## config.mk

```make
export PLATFORM = sky130hd
export DESIGN_NAME = ordered_broadcast_channel_core
export DESIGN_NICKNAME = d
export VERILOG_FILES = /design/src/hw/rtl/obc_pkg.sv /design/src/hw/rtl/obc_ring.sv /design/src/hw/rtl/ordered_broadcast_channel_core.sv
export SDC_FILE = /design/constraint.sdc
export NUM_CORES = 2
export LEC_CHECK = 0
export BUFFER_PORTS_ARGS = -buffer_cell sky130_fd_sc_hd__buf_2
export CORE_AREA = 3 3 379 381
export DETAILED_ROUTE_END_ITERATION = 6
export DIE_AREA = 0 0 382 384
export PLACE_DENSITY = 0.77
export SYNTH_ARGS = -nofsm -noshare
export SYNTH_HDL_FRONTEND = slang
export SYNTH_HIERARCHICAL = 1
export SYNTH_SLANG_ARGS = --single-unit
```

## constraint.sdc

```tcl
create_clock -name i_clk -period 9.9 [get_ports i_clk]
set_clock_uncertainty 0.05 [all_clocks]
set_input_delay 1.98 -clock i_clk [delete_from_list [all_inputs] [get_ports i_clk]]
set_output_delay 1.98 -clock i_clk [all_outputs]
set_load 0.1 [all_outputs]
```

## src/hw/rtl/obc_pkg.sv

```systemverilog
`timescale 1ns / 1ps
`default_nettype none
// ----------------------------------------------------------------------------
// obc_pkg
// shared constants, codes and control structs of the ordered broadcast channel
// ----------------------------------------------------------------------------
package obc_pkg;

    localparam int MAX_CONSUMERS = 8;
    localparam int MAX_MESSAGES  = 16;
    localparam int WORD_BITS     = 32;

    localparam int CONS_W     = $clog2(MAX_CONSUMERS);
    localparam int SLOT_W     = $clog2(MAX_MESSAGES);
    localparam int HELD_W     = $clog2(MAX_MESSAGES + 1);
    localparam int SEQ_W      = 32;
    localparam int LEN_W      = 8;
    localparam int USED_W     = 16;
    localparam int USED_SUM_W = USED_W + 1;
    localparam int COUNT_W    = 4;
    localparam int FUNC_W     = 3;
    localparam int STATUS_W   = 3;
    localparam int CFG_IDX_W  = 1;
    localparam int CFG_DATA_W = 16;

    localparam logic [SEQ_W-1:0]      SEQ_TOP        = '1;
    localparam logic [USED_W-1:0]     CAPACITY_RESET = 16'd4096;
    localparam logic [COUNT_W-1:0]    COUNT_RESET    = 4'd1;

    localparam logic [CFG_IDX_W-1:0]  CFG_CAPACITY   = 1'b0;
    localparam logic [CFG_IDX_W-1:0]  CFG_CONSUMERS  = 1'b1;

    typedef enum logic [FUNC_W-1:0] {
        FN_PUBLISH = 3'd0,
        FN_RESERVE = 3'd1,
        FN_COMMIT  = 3'd2,
        FN_CANCEL  = 3'd3,
        FN_CLOSE   = 3'd4
    } t_func;

    typedef enum logic [STATUS_W-1:0] {
        ST_OK       = 3'd0,
        ST_BLOCK    = 3'd1,
        ST_CLOSED   = 3'd2,
        ST_INVALID  = 3'd3,
        ST_NOSPACE  = 3'd4,
        ST_OVERFLOW = 3'd5
    } t_status;

    typedef logic [SLOT_W-1:0]        t_slot;
    typedef logic [MAX_CONSUMERS-1:0] t_cmask;

    // requests from the sequencing logic to the message ring
    typedef struct packed {
        logic                 pub_we;
        t_slot                pub_slot;
        logic [WORD_BITS-1:0] pub_word;
        logic [LEN_W-1:0]     pub_len;
        t_slot                acc_slot;
        logic                 flag_we;
        t_cmask               acc_res;
        t_cmask               acc_com;
        logic                 rd_en;
        t_slot                head_slot;
        t_cmask               active_mask;
    } t_ring_ctrl;

    // what the ring reports back
    typedef struct packed {
        t_cmask                  acc_res;
        t_cmask                  acc_com;
        logic [MAX_MESSAGES-1:0] done;
        logic [LEN_W-1:0]        head_len;
    } t_ring_stat;

endpackage
`default_nettype wire

```

## src/hw/rtl/obc_ring.sv

```systemverilog
`timescale 1ns / 1ps
`default_nettype none
// ----------------------------------------------------------------------------
// obc_ring
// message slots: payload memory, head length memory and per-slot consumer flags
// ----------------------------------------------------------------------------
module obc_ring
    import obc_pkg::*;
(
    input  wire logic                 i_clk,
    input  wire t_ring_ctrl           i_ctrl,
    output t_ring_stat                o_stat,
    output logic [WORD_BITS-1:0]      o_rd_word,
    output logic [LEN_W-1:0]          o_rd_len
);

    typedef struct packed {
        logic [WORD_BITS-1:0] word;
        logic [LEN_W-1:0]     len;
    } t_entry;

    t_entry           r_entry_mem [MAX_MESSAGES];
    logic [LEN_W-1:0] r_len_mem   [MAX_MESSAGES];
    t_cmask           r_res_flags [MAX_MESSAGES];
    t_cmask           r_com_flags [MAX_MESSAGES];
    t_entry           r_rd_entry;
    logic [LEN_W-1:0] r_head_len;

    // payload memory, read port feeds the result
    always_ff @(posedge i_clk) begin
        if (i_ctrl.pub_we) begin
            r_entry_mem[i_ctrl.pub_slot] <= '{word: i_ctrl.pub_word, len: i_ctrl.pub_len};
        end
        if (i_ctrl.rd_en) begin
            r_rd_entry <= r_entry_mem[i_ctrl.acc_slot];
        end
    end

    // length copy, read at the next oldest slot with write bypass
    always_ff @(posedge i_clk) begin
        if (i_ctrl.pub_we) begin
            r_len_mem[i_ctrl.pub_slot] <= i_ctrl.pub_len;
        end
        if (i_ctrl.pub_we && (i_ctrl.pub_slot == i_ctrl.head_slot)) begin
            r_head_len <= i_ctrl.pub_len;
        end else begin
            r_head_len <= r_len_mem[i_ctrl.head_slot];
        end
    end

    always_ff @(posedge i_clk) begin
        if (i_ctrl.pub_we) begin
            r_res_flags[i_ctrl.pub_slot] <= '0;
            r_com_flags[i_ctrl.pub_slot] <= '0;
        end else if (i_ctrl.flag_we) begin
            r_res_flags[i_ctrl.acc_slot] <= i_ctrl.acc_res;
            r_com_flags[i_ctrl.acc_slot] <= i_ctrl.acc_com;
        end
    end

    always_comb begin
        o_stat.acc_res  = r_res_flags[i_ctrl.acc_slot];
        o_stat.acc_com  = r_com_flags[i_ctrl.acc_slot];
        o_stat.head_len = r_head_len;
        for (int s = 0; s < MAX_MESSAGES; s++) begin
            o_stat.done[s] = (r_com_flags[s] & i_ctrl.active_mask) == i_ctrl.active_mask;
        end
    end

    assign o_rd_word = r_rd_entry.word;
    assign o_rd_len  = r_rd_entry.len;

endmodule
`default_nettype wire

```

## src/hw/rtl/ordered_broadcast_channel_core.sv

```systemverilog
`timescale 1ns / 1ps
`default_nettype none
// ----------------------------------------------------------------------------
// ordered_broadcast_channel_core
// sequenced broadcast queue: every active consumer reads every message in order
// ----------------------------------------------------------------------------
//  channel  | dir | handshake                   | beat contents
//  ---------+-----+-----------------------------+-------------------------------------
//  in       | in  | i_in_valid / o_in_ready     | func, consumer, sequence_req,
//           |     |                             | payload_data, payload_bytes
//  out      | out | o_out_valid / i_out_ready   | status, result_sequence,
//           |     |                             | result_data, result_bytes
//  cfg      | in  | i_cfg_we (no wait)          | i_cfg_index, i_cfg_data
//
//  one operation per cycle unless the output stalls or a drain runs; a beat is
//  registered on accept, its result in the output register when it moves on
//  a commit that frees the oldest message while further fully committed ones
//  follow (only after consumer_count was lowered) starts a drain that frees
//  them one by one, during which the input side is held off
//  reset is synchronous and active low; slot contents need no clearing pass
//  a stalled output holds the next beat in the input register
// ----------------------------------------------------------------------------
module ordered_broadcast_channel_core
    import obc_pkg::*;
(
    input  wire logic                  i_clk,
    input  wire logic                  i_rst_n,
    // operation beats
    input  wire logic                  i_in_valid,
    output logic                       o_in_ready,
    input  wire logic [FUNC_W-1:0]     i_func,
    input  wire logic [CONS_W-1:0]     i_consumer,
    input  wire logic [SEQ_W-1:0]      i_sequence_req,
    input  wire logic [WORD_BITS-1:0]  i_payload_data,
    input  wire logic [LEN_W-1:0]      i_payload_bytes,
    // result beats
    output logic                       o_out_valid,
    input  wire logic                  i_out_ready,
    output logic [STATUS_W-1:0]        o_status,
    output logic [SEQ_W-1:0]           o_result_sequence,
    output logic [WORD_BITS-1:0]       o_result_data,
    output logic [LEN_W-1:0]           o_result_bytes,
    // configuration writes
    input  wire logic                  i_cfg_we,
    input  wire logic [CFG_IDX_W-1:0]  i_cfg_index,
    input  wire logic [CFG_DATA_W-1:0] i_cfg_data
);

    // configuration
    logic [USED_W-1:0]  r_capacity;
    logic [COUNT_W-1:0] r_cons_count;

    // input register
    logic                 r_in_valid;
    logic [FUNC_W-1:0]    r_in_func;
    logic [CONS_W-1:0]    r_in_consumer;
    logic [SEQ_W-1:0]     r_in_seq;
    logic [WORD_BITS-1:0] r_in_data;
    logic [LEN_W-1:0]     r_in_bytes;

    // channel state
    logic [SEQ_W-1:0]  r_send,   n_send;
    logic [SEQ_W-1:0]  r_oldest, n_oldest;
    logic [HELD_W-1:0] r_held,   n_held;
    logic [USED_W-1:0] r_used,   n_used;
    logic              r_closed, n_closed;
    logic              r_drain,  n_drain;
    logic [SEQ_W-1:0]  r_cursor [MAX_CONSUMERS];
    logic [SEQ_W-1:0]  n_cursor [MAX_CONSUMERS];
    logic              r_holds  [MAX_CONSUMERS];
    logic              n_holds  [MAX_CONSUMERS];
    logic [SEQ_W-1:0]  r_resat  [MAX_CONSUMERS];
    logic [SEQ_W-1:0]  n_resat  [MAX_CONSUMERS];

    // output register
    logic                r_out_valid;
    logic [STATUS_W-1:0] r_out_status;
    logic [SEQ_W-1:0]    r_out_seq;
    logic                r_out_rsv;

    // step logic
    logic                 w_adv;
    t_status              w_status;
    logic [SEQ_W-1:0]     w_rseq;
    logic                 w_rsv;
    logic [COUNT_W-1:0]   w_active;
    t_cmask               w_mask;
    t_cmask               w_cbit;
    logic                 w_cons_ok;
    logic [SEQ_W-1:0]     w_cur;
    logic                 w_cur_held;
    logic                 w_seq_held;
    logic [USED_SUM_W-1:0] w_used_sum;
    t_slot                w_oldest_slot;
    t_slot                w_next_slot;
    t_slot                w_acc_slot;
    t_cmask               w_new_res;
    t_cmask               w_new_com;
    logic                 w_head_done;
    logic                 w_next_done;

    t_ring_ctrl           w_ctrl;
    t_ring_stat           w_stat;
    logic [WORD_BITS-1:0] w_rd_word;
    logic [LEN_W-1:0]     w_rd_len;

    // a beat moves on once the result slot frees up and no drain is running
    assign w_adv      = r_in_valid && !r_drain && (!r_out_valid || i_out_ready);
    assign o_in_ready = !r_in_valid || w_adv;

    // effective consumer count and its mask
    always_comb begin
        if (r_cons_count == '0) begin
            w_active = COUNT_W'(1);
        end else if (r_cons_count > COUNT_W'(MAX_CONSUMERS)) begin
            w_active = COUNT_W'(MAX_CONSUMERS);
        end else begin
            w_active = r_cons_count;
        end
        for (int i = 0; i < MAX_CONSUMERS; i++) begin
            w_mask[i] = COUNT_W'(i) < w_active;
        end
    end

    assign w_cons_ok     = COUNT_W'(r_in_consumer) < w_active;
    assign w_cbit        = t_cmask'(1) << r_in_consumer;
    assign w_cur         = r_cursor[r_in_consumer];
    // held means the offset from the oldest sequence is below the held count
    assign w_cur_held    = (w_cur - r_oldest) < SEQ_W'(r_held);
    assign w_seq_held    = (r_in_seq - r_oldest) < SEQ_W'(r_held);
    assign w_used_sum    = {1'b0, r_used} + USED_SUM_W'(r_in_bytes);
    assign w_oldest_slot = r_oldest[SLOT_W-1:0];
    assign w_next_slot   = w_oldest_slot + t_slot'(1);
    assign w_acc_slot    = (t_func'(r_in_func) == FN_RESERVE) ? w_cur[SLOT_W-1:0]
                                                               : r_in_seq[SLOT_W-1:0];

    always_comb begin
        n_send    = r_send;
        n_oldest  = r_oldest;
        n_held    = r_held;
        n_used    = r_used;
        n_closed  = r_closed;
        n_drain   = r_drain;
        n_cursor  = r_cursor;
        n_holds   = r_holds;
        n_resat   = r_resat;
        w_status  = ST_INVALID;
        w_rseq    = '0;
        w_rsv     = 1'b0;
        w_new_res = w_stat.acc_res;
        w_new_com = w_stat.acc_com;
        w_head_done = 1'b0;
        w_next_done = 1'b0;

        w_ctrl             = '0;
        w_ctrl.pub_slot    = r_send[SLOT_W-1:0];
        w_ctrl.pub_word    = r_in_data;
        w_ctrl.pub_len     = r_in_bytes;
        w_ctrl.acc_slot    = w_acc_slot;
        w_ctrl.rd_en       = w_adv;
        w_ctrl.active_mask = w_mask;

        if (r_drain) begin
            // free one more fully committed message per cycle
            if ((r_held != '0) && w_stat.done[w_oldest_slot]) begin
                n_oldest = r_oldest + SEQ_W'(1);
                n_held   = r_held - HELD_W'(1);
                n_used   = r_used - USED_W'(w_stat.head_len);
                n_drain  = (r_held > HELD_W'(1)) && w_stat.done[w_next_slot];
            end else begin
                n_drain  = 1'b0;
            end
        end else if (w_adv) begin
            case (t_func'(r_in_func))
                FN_PUBLISH: begin
                    if (r_closed) begin
                        w_status = ST_INVALID;
                    end else if (w_used_sum > {1'b0, r_capacity}) begin
                        w_status = ST_NOSPACE;
                    end else if (r_held >= HELD_W'(MAX_MESSAGES)) begin
                        w_status = ST_NOSPACE;
                    end else if (r_send == SEQ_TOP) begin
                        w_status = ST_OVERFLOW;
                    end else begin
                        w_ctrl.pub_we = 1'b1;
                        w_rseq   = r_send;
                        n_send   = r_send + SEQ_W'(1);
                        n_held   = r_held + HELD_W'(1);
                        n_used   = w_used_sum[USED_W-1:0];
                        w_status = ST_OK;
                    end
                end
                FN_RESERVE: begin
                    if (w_cons_ok && !r_holds[r_in_consumer]) begin
                        if (!w_cur_held) begin
                            w_rseq   = w_cur;
                            w_status = (r_closed && (w_cur >= r_send)) ? ST_CLOSED : ST_BLOCK;
                        end else if (((w_stat.acc_res | w_stat.acc_com) & w_cbit) == '0) begin
                            w_new_res      = w_stat.acc_res | w_cbit;
                            w_ctrl.flag_we = 1'b1;
                            n_holds[r_in_consumer] = 1'b1;
                            n_resat[r_in_consumer] = w_cur;
                            w_rseq   = w_cur;
                            w_rsv    = 1'b1;
                            w_status = ST_OK;
                        end
                    end
                end
                FN_COMMIT, FN_CANCEL: begin
                    if (w_cons_ok && r_holds[r_in_consumer]
                            && (r_resat[r_in_consumer] == r_in_seq) && w_seq_held
                            && ((w_stat.acc_res & w_cbit) != '0)
                            && ((w_stat.acc_com & w_cbit) == '0)
                            && ((t_func'(r_in_func) == FN_CANCEL)
                                || (r_cursor[r_in_consumer] == r_in_seq))) begin
                        w_new_res      = w_stat.acc_res & ~w_cbit;
                        w_ctrl.flag_we = 1'b1;
                        n_holds[r_in_consumer] = 1'b0;
                        w_status = ST_OK;
                        if (t_func'(r_in_func) == FN_COMMIT) begin
                            w_new_com = w_stat.acc_com | w_cbit;
                            if (r_in_seq == SEQ_TOP) begin
                                w_status = ST_OVERFLOW;
                            end else begin
                                n_cursor[r_in_consumer] = r_in_seq + SEQ_W'(1);
                                // slot done flags, with this commit folded in
                                w_head_done = (w_acc_slot == w_oldest_slot)
                                    ? ((w_new_com & w_mask) == w_mask)
                                    : w_stat.done[w_oldest_slot];
                                w_next_done = (w_acc_slot == w_next_slot)
                                    ? ((w_new_com & w_mask) == w_mask)
                                    : w_stat.done[w_next_slot];
                                if (w_head_done) begin
                                    n_oldest = r_oldest + SEQ_W'(1);
                                    n_held   = r_held - HELD_W'(1);
                                    n_used   = r_used - USED_W'(w_stat.head_len);
                                    n_drain  = (r_held > HELD_W'(1)) && w_next_done;
                                end
                            end
                        end
                    end
                end
                FN_CLOSE: begin
                    if (!r_closed) begin
                        n_closed = 1'b1;
                        w_status = ST_OK;
                    end
                end
                default: begin
                    w_status = ST_INVALID;
                end
            endcase
        end

        w_ctrl.acc_res   = w_new_res;
        w_ctrl.acc_com   = w_new_com;
        w_ctrl.head_slot = n_oldest[SLOT_W-1:0];
    end

    obc_ring u_ring (
        .i_clk     (i_clk),
        .i_ctrl    (w_ctrl),
        .o_stat    (w_stat),
        .o_rd_word (w_rd_word),
        .o_rd_len  (w_rd_len)
    );

    // configuration registers
    always_ff @(posedge i_clk) begin
        if (!i_rst_n) begin
            r_capacity   <= CAPACITY_RESET;
            r_cons_count <= COUNT_RESET;
        end else if (i_cfg_we) begin
            case (i_cfg_index)
                CFG_CAPACITY:  r_capacity   <= i_cfg_data[USED_W-1:0];
                CFG_CONSUMERS: r_cons_count <= i_cfg_data[COUNT_W-1:0];
                default: begin
                end
            endcase
        end
    end

    // input register
    always_ff @(posedge i_clk) begin
        if (!i_rst_n) begin
            r_in_valid <= 1'b0;
        end else if (o_in_ready) begin
            r_in_valid <= i_in_valid;
        end
    end

    always_ff @(posedge i_clk) begin
        if (i_in_valid && o_in_ready) begin
            r_in_func     <= i_func;
            r_in_consumer <= i_consumer;
            r_in_seq      <= i_sequence_req;
            r_in_data     <= i_payload_data;
            r_in_bytes    <= i_payload_bytes;
        end
    end

    // channel state
    always_ff @(posedge i_clk) begin
        if (!i_rst_n) begin
            r_send   <= '0;
            r_oldest <= '0;
            r_held   <= '0;
            r_used   <= '0;
            r_closed <= 1'b0;
            r_drain  <= 1'b0;
            for (int i = 0; i < MAX_CONSUMERS; i++) begin
                r_cursor[i] <= '0;
                r_holds[i]  <= 1'b0;
            end
        end else begin
            r_send   <= n_send;
            r_oldest <= n_oldest;
            r_held   <= n_held;
            r_used   <= n_used;
            r_closed <= n_closed;
            r_drain  <= n_drain;
            r_cursor <= n_cursor;
            r_holds  <= n_holds;
        end
    end

    // reservation sequence is only read while the hold flag is set
    always_ff @(posedge i_clk) begin
        r_resat <= n_resat;
    end

    // output register
    always_ff @(posedge i_clk) begin
        if (!i_rst_n) begin
            r_out_valid <= 1'b0;
        end else if (w_adv) begin
            r_out_valid <= 1'b1;
        end else if (i_out_ready) begin
            r_out_valid <= 1'b0;
        end
    end

    always_ff @(posedge i_clk) begin
        if (w_adv) begin
            r_out_status <= w_status;
            r_out_seq    <= w_rseq;
            r_out_rsv    <= w_rsv;
        end
    end

    assign o_out_valid       = r_out_valid;
    assign o_status          = r_out_status;
    assign o_result_sequence = r_out_seq;
    // slot read data sits in the ring, zero unless a reserve succeeded
    assign o_result_data     = r_out_rsv ? w_rd_word : '0;
    assign o_result_bytes    = r_out_rsv ? w_rd_len  : '0;

    // held messages always span oldest up to the send counter
    a_ring_span: assert property (@(posedge i_clk) disable iff (!i_rst_n)
        (r_oldest + SEQ_W'(r_held)) == r_send)
        else $error("held window does not end at send counter");

    a_drain_held: assert property (@(posedge i_clk) disable iff (!i_rst_n)
        r_drain |-> (r_held != '0))
        else $error("drain running with no held message");

    a_step_result: assert property (@(posedge i_clk) disable iff (!i_rst_n)
        w_adv |=> r_out_valid)
        else $error("processed beat left no result");

    a_publish_seq: assert property (@(posedge i_clk) disable iff (!i_rst_n)
        (w_adv && (t_func'(r_in_func) == FN_PUBLISH) && (w_status == ST_OK))
        |=> (r_send == $past(r_send) + SEQ_W'(1)))
        else $error("accepted publish did not advance send counter");

endmodule
`default_nettype wire
```

==> results by group <==
Status
  • Status: finished, final reports clean

Die
  • Die area: 0.147 mm2
  • Core Box Area: 0.141 mm2
  • Die Wd: 382 um
  • I/O pin count: 177
  • Row cnt: 138
  • Chip height: 384 um
  • Initial Utilization: 0.547

Placed design
  • I/O Buffers: 176
  • Final GP Congestion: 1.00
  • DP Wirelength: 150,000 um

Worst setup path
  • Worst Path Required: 10.34 ns
  • Critical Path Start: r_in_consumer[1]
  • CP cell instances: buf_12, mux2i_1, a221oi_1, o2bb2ai_1, buf_4, mux2_2, inv_8, mux4_2, a22oi_1, nand2_1, mux2_1, a221o_1, a22o_1, a21oi_1, nand4b_1, or4_1, nor4_4, nand4_1, or2_2, nor2_1, a21o_1, and2_1
  • CP top delay family: simple AND/OR/NAND/NOR gates
  • Worst setup EP type: flop
  • RR Startpoint: r_in_consumer[1]
  • Critical path's slowest cell: or2_2
  • Critical Path Fanout Max: 85
  • Startpoint types: flop
  • Crit Path Class: flop to flop
  • Setup slack, reg-to-reg: 1.27 ns
  • WP buf/inv: 3
  • CP peak stage delay: 0.68 ns
  • Arr. time, crit path: 9.07 ns

Drt
  • WL final: 233,000 um
  • DR iter-0 viols: 6,494
  • Vias post-DR: 52,329
  • Wirelength per Cell: 29.8 um
  • Final ANT Viol Nets: 0
  • Vias per std cell: 6.68
  • Drt drc: 0
  • Pre-antenna DRT Iters: 5

Min path
  • Hold crit path type: flop to flop

Synth
  • Synth cell types: 106
  • Share of the synthesized area in the top cell type: 0.509
  • Yosys reg bits: 1,683
  • Top FF cell, synth: edfxtp_1
  • Register area share after synthesis: 0.607
  • Synthesis Warnings: 6
  • Mapped Cells: 5,654
  • Synthesized area: 0.0771 mm2
  • Post-synth ARST share: 0
  • Top cells by area, synth: edfxtp_1, dfxtp_1, mux4_2, ha_1, a211oi_1
  • Syn Nets: 5,901
  • Avg Cell Area, Syn: 13.6 um2
  • Post-synth EDFFs: 1,306
  • Synth area leader: edfxtp_1

Timing
  • Final Max Slew Viols: 0
  • Fin crit share: 0.872
  • RSZ-0062 raised after global routing: false
  • Transition time of the tightest slew-check pin: 1.23 ns
  • Setup total negative slack: 0 ns
  • Crit path time final: 8.63 ns
  • Number of hold violations in the final report: 0
  • F_max: 116 MHz
  • Rel. slew slack: 0.182
  • Final setup violating endpoints: 0

CTS
  • Sink Count: 1,683
  • Clk buf depth: 3
  • CTS Buf Count: 166
  • CTS tree: done
  • Clock transition at path regs: 0.06 ns
  • Post-cts resize count: 0
  • Clk Latency, worst-skew pair: 0.84 ns
  • H-tree Lvls: 4
  • Post-CTS setup buffers: 0
  • Hold buffer count at cts: 0
  • Clock Tree Root: clkbuf_16

Global route
  • M2 GR Usage: 0.502
  • Met1 usage: 0.409
  • Grt total ovfl: 0
  • Initial antenna violation count: 9
  • Met3 usage: 0.0643
  • First-pass GRT wire length: 342,000 um
  • Total routing usage reported by global routing: 0.315
  • Largest net degree at the start of global routing: 253
  • GRT busiest layer: met2
  • Number of global-route vias before repair: 51,327

Power
  • Seq pwr share: 0.491
  • Power Dens Cells: 185 mW/mm2
  • Peak VDD IR: 0.000203 V
  • Sw frac: 0.253
  • Pleak: 29.3 nW
  • Switching power: 4.00 mW
  • Pint: 11.8 mW
  • Clock network power share: 0.410
  • Comb power frac: 0.099

Cells and area
  • Synthesis-to-finish area growth: 11.3%
  • Fin nets: 6,040
  • Final Core Density: 0.608
  • Share of cells above drive strength 1: 0.178

Job
  • Maxcap violations: 0
[cells in the final DEF (no fill, tap or decap), drive strengths merged, types with 91 or more instances in the layout]
cell | Yosys | layout
nor2 | 454 | 454
buf | 143 | 336
a22oi | 146 | 146
inv | 162 | 168
o22ai | 115 | 115
o21ai | 115 | 115
ha | 143 | 143
mux4 | 309 | 309
clkbuf | 222 | 222
a211oi | 229 | 229
edfxtp | 1306 | 1306
xnor2 | 142 | 142
nand2 | 327 | 327
mux2i | 153 | 153
a21oi | 211 | 211
and2 | 91 | 91
dfxtp | 377 | 377
[Yosys cell counts (all sizes together) (36+ instances only)]
cell type / instances
a211oi: 229
a21o: 51
a21oi: 211
a22oi: 146
and2: 91
buf: 143
clkbuf: 222
dfxtp: 377
edfxtp: 1306
ha: 143
inv: 162
mux2: 73
mux2i: 153
mux4: 309
nand2: 327
nand2b: 83
nand3: 76
nand4: 53
nor2: 454
nor2b: 41
nor3: 73
nor4: 41
o21ai: 115
o22ai: 115
o31ai: 36
or3: 53
xnor2: 142
xor2: 54
[path summary, 6_finish.rpt]
path / endpoint / cells after the start
worst max register to register: u_ring/r_com_flags[7][1] / 22
worst max-delay path: u_ring/r_com_flags[7][1] / 22
worst min register to register: flop / 2
worst min-delay path: flop / 2
[final cells by class]
type | count | area [um2]
clock inverter | 87 | 1130
antenna | 4 | 10.0
clock buffer | 222 | 4570
tap | 1890 | 2360
multi-input combinational | 3443 | 28100
fill | 10333 | 55200
inverter | 163 | 629
sequential | 1683 | 46800
timing repair buffer | 336 | 2130
[worst min-delay path, stage by stage, from the launching register on]
cell and delay (ns):
dfxtp_1 0.31, inv_1 0.05, a21oi_1 0.05
[metrics by stage]
step / power [mW] / setup WS [ns] / instances / hold slack, ns / cell area (um2)
2_1_floorplan: 8.92 / 1.52 / 5654 / 0.372 / 77100
3_3_place_gp: 9.42 / 1.43 / 7515 / 0.389 / 80000
3_5_place_dp: 9.43 / 1.17 / 7515 / 0.390 / 80000
4_1_cts: 15.9 / 1.09 / 7824 / 0.400 / 85700
5_1_grt: 16.2 / 0.889 / 7824 / 0.428 / 85700
6_report: 15.8 / 1.27 / 7828 / 0.399 / 85700
[power groups by stage]
stage	sequential [mW]	clock (mW)	combinational, mW
finish	7.77	6.49	1.56
floorplan	7.92	0	1.00
CTS	7.77	6.57	1.53
detailed placement	7.92	0	1.51
global placement	7.91	0	1.50
global route	7.77	6.82	1.64
[routing by layer]
| layer | share of wire | vias to the layer above |
|---|---|---|
| met5 | 0.00016 | - |
| met4 | 0.058 | 6 |
| met3 | 0.096 | 671 |
| met2 | 0.47 | 3277 |
| met1 | 0.37 | 26183 |
| li1 | - | 22192 |
[registers in the layout (all words and copies together) (netlist names), 128 cells and up, named ones only]
name	count
r_cursor	256
u_ring/r_entry_mem	640
u_ring/r_com_flags	128
r_resat	256
u_ring/r_res_flags	128
[kinds of logic (layout without fill, tap and decap cells)]
logic type | Yosys count | count (layout) | synth area share
AO/OA/AOI/OAI | 1140 | 1140 | 0.102
adder cells (fa/ha/maj) | 147 | 147 | 0.0243
multiplexers | 535 | 535 | 0.121
XOR/XNOR | 196 | 196 | 0.0223
buffers and inverters | 528 | 808 | 0.0314
AND/OR/NAND/NOR | 1424 | 1424 | 0.0922
flip-flops | 1683 | 1683 | 0.607
other | 1 | 5 | 0.0000487
No activity file was read; power rests on OpenSTA's default activity.
